## config.mk

```make
export PLATFORM = sky130hd
export DESIGN_NAME = keyboard_typeahead_engine_core
export DESIGN_NICKNAME = d
export VERILOG_FILES = /design/src/rtl/core/kte_pkg.sv /design/src/rtl/core/keyboard_typeahead_engine_core.sv /design/src/rtl/core/kte_keymap.sv
export SDC_FILE = /design/constraint.sdc
export NUM_CORES = 2
export LEC_CHECK = 0
export BUFFER_PORTS_ARGS = -buffer_cell sky130_fd_sc_hd__buf_2
export CAP_MARGIN = 20
export CORE_ASPECT_RATIO = 2
export CORE_UTILIZATION = 46
export CTS_CLUSTER_DIAMETER = 60
export CTS_CLUSTER_SIZE = 28
export DETAILED_ROUTE_END_ITERATION = 10
export PLACE_DENSITY = 0.61
export SLEW_MARGIN = 20
export SYNTH_ARGS = -nofsm -noshare
export SYNTH_HDL_FRONTEND = slang
export SYNTH_SLANG_ARGS = --single-unit
```

## constraint.sdc

```tcl
create_clock -name clk -period 6 [get_ports clk]
set_input_delay 0.3 -clock clk [delete_from_list [all_inputs] [get_ports clk]]
set_output_delay 0.3 -clock clk [all_outputs]
set_load 0.03 [all_outputs]
```

## src/rtl/core/kte_pkg.sv

```systemverilog
// Package for the keyboard typeahead engine: sizes, operation codes, the
// control-word type with its program ROM, and the keymap reset contents.
// No dependencies; used by kte_keymap and keyboard_typeahead_engine_core.
package kte_pkg;

  localparam int KEYS      = 3;               // key codes per report
  localparam int SLOT_W    = $clog2(KEYS);
  localparam int CNT_W     = $clog2(KEYS + 1);
  localparam int CODE_W    = 16;
  localparam int CHAR_W    = 8;
  localparam int MAP_DEPTH = 256;
  localparam int MAP_AW    = $clog2(MAP_DEPTH);

  // Ring depth must stay a power of two: the pointers wrap by overflow.
  localparam int RING_DEPTH = 64;
  localparam int RING_AW    = $clog2(RING_DEPTH);

  localparam int EDIT_KEY_FIRST = 128;
  localparam int EDIT_KEY_LAST  = 135;

  localparam logic [CHAR_W-1:0] CHAR_CTRL_C  = 8'h03;
  localparam logic [CHAR_W-1:0] CHAR_CR      = 8'h0D;
  localparam logic [CHAR_W-1:0] CHAR_LF      = 8'h0A;
  localparam logic [CHAR_W-1:0] CHAR_FIRST   = 8'h01;
  localparam logic [CHAR_W-1:0] CHAR_LAST    = 8'h7E;
  localparam logic [CHAR_W-1:0] ESCAPE_RESET = 8'd27;

  // Configuration port
  localparam int APB_AW = 3;
  localparam int APB_DW = 32;
  localparam logic [APB_AW-1:0] REG_ESCAPE_ADDR = 3'd0;

  typedef enum logic [1:0] {
    OP_REPORT    = 2'd0,
    OP_BREAK     = 2'd1,
    OP_MAP_WRITE = 2'd2,
    OP_POP       = 2'd3
  } op_t;

  // Program addresses
  localparam int STEP_W = 3;
  localparam logic [STEP_W-1:0] STEP_RD0       = 3'd0;
  localparam logic [STEP_W-1:0] STEP_RD1_EV0   = 3'd1;
  localparam logic [STEP_W-1:0] STEP_RD2_EV1   = 3'd2;
  localparam logic [STEP_W-1:0] STEP_EV2_DONE  = 3'd3;
  localparam logic [STEP_W-1:0] STEP_MAP_WR    = 3'd4;
  localparam logic [STEP_W-1:0] STEP_POP_RD    = 3'd5;
  localparam logic [STEP_W-1:0] STEP_POP_TAKE  = 3'd6;
  localparam logic [STEP_W-1:0] STEP_POP_EMPTY = 3'd7;

  typedef struct packed {
    logic              rd_en;      // keymap lookup for rd_slot
    logic [SLOT_W-1:0] rd_slot;
    logic              ev_en;      // judge ev_slot with last lookup
    logic [SLOT_W-1:0] ev_slot;
    logic              commit;     // update previous codes, latest code
    logic              map_wr;     // keymap entry write
    logic              pop_rd;     // ring read at head
    logic              jmp_empty;  // branch to jmp_to when ring empty
    logic [STEP_W-1:0] jmp_to;
    logic              pop_take;   // advance head, result holds char
    logic              emit;       // load result, end of program
  } ctrl_t;

  // Keymap port request
  typedef struct packed {
    logic              rd_en;
    logic [MAP_AW-1:0] rd_addr;
    logic              wr_en;
    logic [MAP_AW-1:0] wr_addr;
    logic [CHAR_W-1:0] wr_data;
  } km_req_t;

  function automatic logic [STEP_W-1:0] entry_step(op_t op);
    logic [STEP_W-1:0] s;
    case (op)
      OP_REPORT:    s = STEP_RD0;
      OP_BREAK:     s = STEP_RD0;
      OP_MAP_WRITE: s = STEP_MAP_WR;
      OP_POP:       s = STEP_POP_RD;
      default:      s = STEP_RD0;
    endcase
    return s;
  endfunction

  function automatic ctrl_t prog_rom(logic [STEP_W-1:0] step);
    ctrl_t c;
    c = '0;
    case (step)
      STEP_RD0: begin
        c.rd_en = 1'b1; c.rd_slot = SLOT_W'(0);
      end
      STEP_RD1_EV0: begin
        c.rd_en = 1'b1; c.rd_slot = SLOT_W'(1);
        c.ev_en = 1'b1; c.ev_slot = SLOT_W'(0);
      end
      STEP_RD2_EV1: begin
        c.rd_en = 1'b1; c.rd_slot = SLOT_W'(2);
        c.ev_en = 1'b1; c.ev_slot = SLOT_W'(1);
      end
      STEP_EV2_DONE: begin
        c.ev_en = 1'b1; c.ev_slot = SLOT_W'(2);
        c.commit = 1'b1; c.emit = 1'b1;
      end
      STEP_MAP_WR: begin
        c.map_wr = 1'b1; c.emit = 1'b1;
      end
      STEP_POP_RD: begin
        c.pop_rd = 1'b1; c.jmp_empty = 1'b1; c.jmp_to = STEP_POP_EMPTY;
      end
      STEP_POP_TAKE: begin
        c.pop_take = 1'b1; c.emit = 1'b1;
      end
      STEP_POP_EMPTY: begin
        c.emit = 1'b1;
      end
      default: begin
        c.emit = 1'b1;
      end
    endcase
    return c;
  endfunction

  // Keymap contents after reset
  function automatic logic [CHAR_W-1:0] map_reset_value(logic [MAP_AW-1:0] idx);
    logic [CHAR_W-1:0] v;
    v = '0;
    if (idx == CHAR_CR || idx == CHAR_LF) begin
      v = CHAR_LF;
    end else if (idx >= CHAR_FIRST && idx <= CHAR_LAST) begin
      v = idx;
    end else if (int'(idx) >= EDIT_KEY_FIRST && int'(idx) <= EDIT_KEY_LAST) begin
      v = idx;
    end
    return v;
  endfunction

endpackage

```

## src/rtl/core/keyboard_typeahead_engine_core.sv

```systemverilog
// Keyboard typeahead engine, top level: request capture, microcoded
// sequencer, typeahead ring, result register and APB register.
// Depends on kte_pkg and kte_keymap.
//
// Takes one request at a time on the s_axis side and returns exactly one
// result on m_axis. A report request (normal or break-check) carries three
// 16-bit key codes; nonzero codes not present in the previous report are
// translated through the keymap and queued in a 64-slot ring (63 usable),
// or flag a break in break-check mode when they are escape or ctrl-C.
// Other requests write a keymap entry or pop one queued character.
// Sequence: the keymap's single read port sets a report's program (one
// lookup per step: three lookup steps, the second and third also judging
// the previous key, then a final judge step that loads the result); a
// keymap write loads its result in its only step, and a pop first reads
// the ring (the read is registered), then loads the result. The next
// request is accepted in the cycle after the result is loaded, even if
// that result has not been taken yet. The program only stalls on its
// last step while the result register is still full. No clearing pass
// after reset: keymap entries carry valid bits and read their reset
// translation until written.
// The escape character lives at APB address 0 (reset 27).
module keyboard_typeahead_engine_core (
  input  logic        clk,
  input  logic        rst,
  // request stream
  input  logic        s_axis_tvalid,
  output logic        s_axis_tready,
  // [15:0] key_code_a, [31:16] key_code_b, [47:32] key_code_c,
  // [55:48] map_index, [63:56] map_value
  input  logic [63:0] s_axis_tdata,
  // [1:0] operation
  input  logic [1:0]  s_axis_tuser,
  // result stream
  output logic        m_axis_tvalid,
  input  logic        m_axis_tready,
  // [1:0] pressed_count, [17:2] last_raw_code, [18] break_hit,
  // [26:19] popped_char, [27] char_valid, [31:28] zero
  output logic [31:0] m_axis_tdata,
  // configuration
  input  logic                         psel,
  input  logic                         penable,
  input  logic                         pwrite,
  input  logic [kte_pkg::APB_AW-1:0]   paddr,
  input  logic [kte_pkg::APB_DW-1:0]   pwdata,
  output logic [kte_pkg::APB_DW-1:0]   prdata,
  output logic                         pready
);

  // ---------------------------------------------------------------------
  // Configuration register
  // ---------------------------------------------------------------------
  logic [kte_pkg::CHAR_W-1:0] escape_code;
  logic                       cfg_wr;

  assign pready = 1'b1;
  assign cfg_wr = psel && penable && pwrite && pready
                  && (paddr == kte_pkg::REG_ESCAPE_ADDR);
  assign prdata = (paddr == kte_pkg::REG_ESCAPE_ADDR)
                  ? kte_pkg::APB_DW'(escape_code) : '0;

  always_ff @(posedge clk) begin
    if (rst) begin
      escape_code <= kte_pkg::ESCAPE_RESET;
    end else if (cfg_wr) begin
      escape_code <= pwdata[kte_pkg::CHAR_W-1:0];
    end
  end

  // ---------------------------------------------------------------------
  // Request capture and sequencer
  // ---------------------------------------------------------------------
  logic                          busy;
  logic [kte_pkg::STEP_W-1:0]    step;
  kte_pkg::op_t                  op;
  logic [kte_pkg::CODE_W-1:0]    key_r [kte_pkg::KEYS];
  logic [kte_pkg::MAP_AW-1:0]    map_index;
  logic [kte_pkg::CHAR_W-1:0]    map_value;
  kte_pkg::ctrl_t                ctrl;
  logic                          in_acc;
  logic                          out_free;
  logic                          go;
  logic                          brk;

  assign s_axis_tready = !busy && !rst;
  assign in_acc   = s_axis_tvalid && s_axis_tready;
  assign ctrl     = kte_pkg::prog_rom(step);
  assign out_free = !m_axis_tvalid || m_axis_tready;
  // the emitting step waits for a free result register; nothing else stalls
  assign go       = busy && (!ctrl.emit || out_free);
  assign brk      = (op == kte_pkg::OP_BREAK);

  // ---------------------------------------------------------------------
  // Keymap
  // ---------------------------------------------------------------------
  kte_pkg::km_req_t            km_req;
  logic [kte_pkg::CHAR_W-1:0]  km_rd;

  assign km_req.rd_en   = go && ctrl.rd_en;
  assign km_req.rd_addr = key_r[ctrl.rd_slot][kte_pkg::MAP_AW-1:0];
  assign km_req.wr_en   = go && ctrl.map_wr;
  assign km_req.wr_addr = map_index;
  assign km_req.wr_data = map_value;

  kte_keymap u_keymap (
    .clk     (clk),
    .rst     (rst),
    .req     (km_req),
    .rd_data (km_rd)
  );

  // ---------------------------------------------------------------------
  // Judge one key: freshness against previous report, translation
  // ---------------------------------------------------------------------
  logic [kte_pkg::CODE_W-1:0]  prev [kte_pkg::KEYS];
  logic [kte_pkg::CODE_W-1:0]  ev_code;
  logic [kte_pkg::CHAR_W-1:0]  ev_char;
  logic                        ev_fresh;
  logic                        ev_act;
  logic                        ev_hit;
  logic                        push_req;

  assign ev_code = key_r[ctrl.ev_slot];
  // codes of 256 and up have no keymap entry
  assign ev_char = (|ev_code[kte_pkg::CODE_W-1:kte_pkg::MAP_AW]) ? '0 : km_rd;

  always_comb begin
    ev_fresh = 1'b1;
    for (int j = 0; j < kte_pkg::KEYS; j++) begin
      if (prev[j] == ev_code) begin
        ev_fresh = 1'b0;
      end
    end
  end

  assign ev_act   = go && ctrl.ev_en && (ev_code != '0) && ev_fresh && (ev_char != '0);
  assign ev_hit   = ev_act && brk
                    && (ev_char == escape_code || ev_char == kte_pkg::CHAR_CTRL_C);
  assign push_req = ev_act && !ev_hit;

  // ---------------------------------------------------------------------
  // Report summary: compacted codes, count, latest raw code
  // ---------------------------------------------------------------------
  logic [kte_pkg::CODE_W-1:0]  comp [kte_pkg::KEYS];
  logic [kte_pkg::CNT_W-1:0]   cnt;
  logic [kte_pkg::CODE_W-1:0]  latest;
  logic [kte_pkg::CODE_W-1:0]  latest_next;

  always_comb begin
    cnt         = '0;
    latest_next = latest;
    for (int i = 0; i < kte_pkg::KEYS; i++) begin
      comp[i] = '0;
    end
    for (int i = 0; i < kte_pkg::KEYS; i++) begin
      if (key_r[i] != '0) begin
        comp[cnt[kte_pkg::SLOT_W-1:0]] = key_r[i];
        cnt = cnt + 1'b1;
        if (!brk) begin
          latest_next = key_r[i];
        end
      end
    end
  end

  // ---------------------------------------------------------------------
  // Typeahead ring (contents undefined until written)
  // ---------------------------------------------------------------------
  logic [kte_pkg::CHAR_W-1:0]  ring [kte_pkg::RING_DEPTH];
  logic [kte_pkg::RING_AW-1:0] head;
  logic [kte_pkg::RING_AW-1:0] tail;
  logic [kte_pkg::RING_AW-1:0] tail_inc;
  logic [kte_pkg::CHAR_W-1:0]  ring_rd;
  logic                        push_ok;
  logic                        ring_empty;
  logic                        pop_fire;

  assign tail_inc   = tail + 1'b1;
  assign push_ok    = push_req && (tail_inc != head);  // full ring drops
  assign ring_empty = (head == tail);
  assign pop_fire   = go && ctrl.pop_take;

  always_ff @(posedge clk) begin
    if (push_ok) begin
      ring[tail] <= ev_char;
    end
    if (go && ctrl.pop_rd) begin
      ring_rd <= ring[head];
    end
  end

  // ---------------------------------------------------------------------
  // Control state, architectural state and result register
  // ---------------------------------------------------------------------
  logic                        hit;
  logic [31:0]                 result;

  assign result = {4'b0,
                   ctrl.pop_take,
                   ctrl.pop_take ? ring_rd : {kte_pkg::CHAR_W{1'b0}},
                   hit || ev_hit,
                   ctrl.commit ? latest_next : latest,
                   ctrl.commit ? cnt : {kte_pkg::CNT_W{1'b0}}};

  always_ff @(posedge clk) begin
    if (in_acc) begin
      key_r[0]  <= s_axis_tdata[15:0];
      key_r[1]  <= s_axis_tdata[31:16];
      key_r[2]  <= s_axis_tdata[47:32];
      map_index <= s_axis_tdata[55:48];
      map_value <= s_axis_tdata[63:56];
      op        <= kte_pkg::op_t'(s_axis_tuser);
    end
    if (go && ctrl.emit) begin
      m_axis_tdata <= result;
    end
  end

  always_ff @(posedge clk) begin
    if (rst) begin
      busy          <= 1'b0;
      step          <= '0;
      hit           <= 1'b0;
      head          <= '0;
      tail          <= '0;
      latest        <= '0;
      m_axis_tvalid <= 1'b0;
      for (int j = 0; j < kte_pkg::KEYS; j++) begin
        prev[j] <= '0;
      end
    end else begin
      if (in_acc) begin
        busy <= 1'b1;
        step <= kte_pkg::entry_step(kte_pkg::op_t'(s_axis_tuser));
        hit  <= 1'b0;
      end else if (go) begin
        if (ctrl.emit) begin
          busy <= 1'b0;
        end else if (ctrl.jmp_empty && ring_empty) begin
          step <= ctrl.jmp_to;
        end else begin
          step <= step + 1'b1;
        end
      end
      if (ev_hit) begin
        hit <= 1'b1;
      end
      if (push_ok) begin
        tail <= tail_inc;
      end
      if (pop_fire) begin
        head <= head + 1'b1;
      end
      if (go && ctrl.commit) begin
        latest <= latest_next;
        for (int j = 0; j < kte_pkg::KEYS; j++) begin
          prev[j] <= comp[j];
        end
      end
      if (go && ctrl.emit) begin
        m_axis_tvalid <= 1'b1;
      end else if (m_axis_tready) begin
        m_axis_tvalid <= 1'b0;
      end
    end
  end

`ifndef ASSERT_OFF
  // an accepted request always starts the program
  a_accept_starts: assert property (@(posedge clk) disable iff (rst)
    in_acc |=> busy)
    else $error("request accepted but sequencer idle");

  // only nonzero characters are queued, so a popped character is nonzero
  a_pop_nonzero: assert property (@(posedge clk) disable iff (rst)
    (m_axis_tvalid && m_axis_tdata[27]) |-> (m_axis_tdata[26:19] != '0))
    else $error("queued character reads as zero");

  // a break needs at least one key in the report
  a_break_has_key: assert property (@(posedge clk) disable iff (rst)
    (m_axis_tvalid && m_axis_tdata[18]) |-> (m_axis_tdata[1:0] != '0))
    else $error("break flagged on an empty report");

  // head moves only on the pop step of the program
  a_head_on_pop: assert property (@(posedge clk) disable iff (rst)
    (!$past(rst) && head != $past(head)) |-> $past(pop_fire))
    else $error("ring head moved outside a pop");
`endif

endmodule

```

## src/rtl/core/kte_keymap.sv

```systemverilog
// Writable 256-entry keymap with registered read and per-entry valid bits;
// an entry never written reads as its reset translation.
// Depends on kte_pkg.
module kte_keymap (
  input  logic                          clk,
  input  logic                          rst,
  input  kte_pkg::km_req_t              req,
  output logic [kte_pkg::CHAR_W-1:0]    rd_data
);

  logic [kte_pkg::CHAR_W-1:0]  mem [kte_pkg::MAP_DEPTH];
  logic [kte_pkg::MAP_DEPTH-1:0] written;
  logic [kte_pkg::CHAR_W-1:0]  mem_q;
  logic [kte_pkg::CHAR_W-1:0]  dflt_q;
  logic                        written_q;

  always_ff @(posedge clk) begin
    if (req.wr_en) begin
      mem[req.wr_addr] <= req.wr_data;
    end
    if (req.rd_en) begin
      mem_q  <= mem[req.rd_addr];
      dflt_q <= kte_pkg::map_reset_value(req.rd_addr);
    end
  end

  always_ff @(posedge clk) begin
    if (rst) begin
      written   <= '0;
      written_q <= 1'b0;
    end else begin
      if (req.wr_en) begin
        written[req.wr_addr] <= 1'b1;
      end
      if (req.rd_en) begin
        written_q <= written[req.rd_addr];
      end
    end
  end

  assign rd_data = written_q ? mem_q : dflt_q;

endmodule
```

==> metrics.txt <==
Area growth, synth to finish 9.33%; root buf cell clkbuf_16; met1 GRT Util 28.2%; grt ovf 0; Worst Path Required 6680 ps; Async SR Flop Fraction 0%; fin nets 7151; Post-route DRC 0; top_reg_cell synth edfxtp_1; post-route minimum period 5770 ps; Final ANT Viol Nets 0; fin util 50.6%; initial antenna violation count 8; Non-Filler Instances 10600; Iter 0 DRT Violations 6238; total routed wirelength 338000 um; RSZ-0062 raised after global routing no; period utilisation layout 96.2%; Post-Synthesis Cells 6798; Critical-path top delay cell nor3_1; worst path arrival time 6460 ps; vias per cell 6.03; post-synth top area share 68.4%; CTS sink cnt 3025; DIE AREA 262000 sq um; global-route wire length before repair 481000 um; Synth warnings 0; WP buf/inv 4; final setup vio count 0; # Post-CTS Setup Buffers 0; pin count of the biggest net entering global routing 201; sum of negative setup slack 0 ps; GR peak layer met2; biggest area consumer among synthesized cells edfxtp_1; Slew Viols, Final 0; PnR worst setup slack 225 ps; Initial Util 46.3%; Worst Hold Class input pin to flop; run status finished, final reports clean; count leader, synth edfxtp_1; Max stage delay on crit path 740 ps; share of post-route cells with drive strength above 1 20.2%; CTS buffer count 143; type of origin of the critical path flop; top cells by count, synth 2726 x edfxtp_1, 844 x nor2_1, 713 x mux4_2, 524 x nand2_1, 299 x dfxtp_1; number of global-route vias before repair 65300; Die H 723 um; crit path cell chain inv_1 > ha_2 > buf_4 > nor2b_1 > a221o_4 > buf_4 > mux2i_1 > mux2i_1 > a32oi_1 > a21oi_1 > nor3_1 > buf_4 > nor2_1; number of synthesized register bits 3025; H-tree level count 4; relative slew slack 2.77%; Core ar. 259000 sq um; Max Cap Viol 0; die span in x 363 um; HPWL after DPL 225000 um; design area 131000 sq um; maximum VDD drop 0.215 mV; FILL cells 20900; IO buf count 121; fmax 173 MHz; CTS tree done; All-Layer GR Usage 25.9%; post-placement cell count 10300; Avg Inst Size Synth 17.6 sq um; Setup WS pre-CTS 399 ps; RePlAce Congestion 0.923; Worst Setup End Kind flop; # rows 264; clock-pin slew on the worst setup and hold paths 110 ps; Largest delay share family, worst path simple AND/OR/NAND/NOR gates; most frequent CP cell buf_4; worst-margin pin slew 1460 ps; met3 usage 3.23%; Boundary Pins 175; Leakage 41.0 nW; Max clock buf depth 4; grt met2 use 46.9%; Synth area leaders edfxtp_1 68%, mux4_2 13%, dfxtp_1 5.0%; Post-Syn Area 120000 sq um; EDFF count, synth 2726; DR pass1 iterations 6; sequential area share after synthesis 73.4%; placed cell areas 126000 sq um; Final Hold Fails 0; PD cells 300 nW/um^2; clock latency on the worst-skew pair 920 ps; routed via count 63900; Setup CP Type flop to flop; distinct cell type count after synthesis 83; Setup Skew 88.0 ps; routed length per instance 31.9 um; Max Fanout on Critical Path 37
-- path summary, 6_finish.rpt --
kind	start	slack (ps)	to	cells past startpoint
worst max-delay path	step[0]	230	u_keymap.mem_q[2]	13
worst min-delay path	penable	60	escape_code[1]	4
worst max register to register	step[0]	230	u_keymap.mem_q[2]	13
worst min register to register	u_keymap.written[220]	480	u_keymap.written[220]	2
-- power by group --
part	internal (W)	switching [W]
combinational	0.00176	0.00309
clock	0.00476	0.00668
sequential	0.0228	0.0000879
-- flip-flops by register name (all words and copies together) (netlist names), 16 cells and up --
register / cells
u_keymap.mem: 2048
ring: 512
u_keymap.written: 256
key_r: 48
prev: 48
m_axis_tdata: 28
latest: 16
-- worst min-delay path, stage by stage --
cell and delay, ps:
buf_2 90, and4_1 290, nor2b_1 160, a211o_1 100
-- layout by cell type (no fill, tap or decap), drive strengths merged, types with 34 or more instances in the layout --
cell type	synthesis	final
mux4	713	713
a32oi	43	43
a21oi	147	147
nor4	57	57
nor2	845	845
nand4	41	41
buf	254	416
nand2	526	526
nand3	228	228
dfxtp	299	299
clkbuf	181	208
nor3	57	57
o21ai	77	77
and3	34	34
edfxtp	2726	2726
mux2i	166	166
dlygate4sd3	0	81
-- per-layer routing --
metal	share of wire, %	vias to the layer above
met5	0.0080	-
met4	7.7	4
met3	5.7	774
met2	54	2561
met1	33	33500
li1	-	27100
-- stage by stage --
step	power, W	hold slack [ps]
4_1_cts	0.0394	36.0
6_report	0.0392	61.3
3_5_place_dp	0.0282	456
3_3_place_gp	0.0282	443
2_1_floorplan	0.0262	399
5_1_grt	0.0402	83.5
-- final cells by class --
type	count	area (sq um)	area share [%]
diodes	5	12.5	0.00956
clock buffers	208	3920	2.99
clock inverters	39	374	0.286
inverters	14	52.6	0.0401
multi-input cells	3351	30100	23.0
flip-flops and latches	3025	87900	67.1
well taps	3458	4330	3.31
repair buffers	497	4210	3.21
-- cell families (layout without fill, tap and decap cells) --
| logic type | Yosys count | count (layout) | synth area share [%] |
|---|---|---|---|
| buffers and inverters | 449 | 758 | 1.77 |
| AO/OA/AOI/OAI | 442 | 442 | 2.47 |
| adder cells (fa/ha/maj) | 11 | 11 | 0.115 |
| AND/OR/NAND/NOR | 1941 | 1941 | 7.09 |
| multiplexers | 887 | 887 | 14.9 |
| XOR/XNOR | 41 | 41 | 0.300 |
| flip-flops | 3025 | 3025 | 73.4 |
| other | 2 | 34 | 0.00627 |
-- what timing repair did --
item | 4_1_cts | 5_1_grt
setup endpoints to repair | 0 | 0
hold buffers | 81 | 0
gates resized for setup | 0 | 0
hold endpoints to repair | 143 | 0
Power figures use the tool's default switching activity.
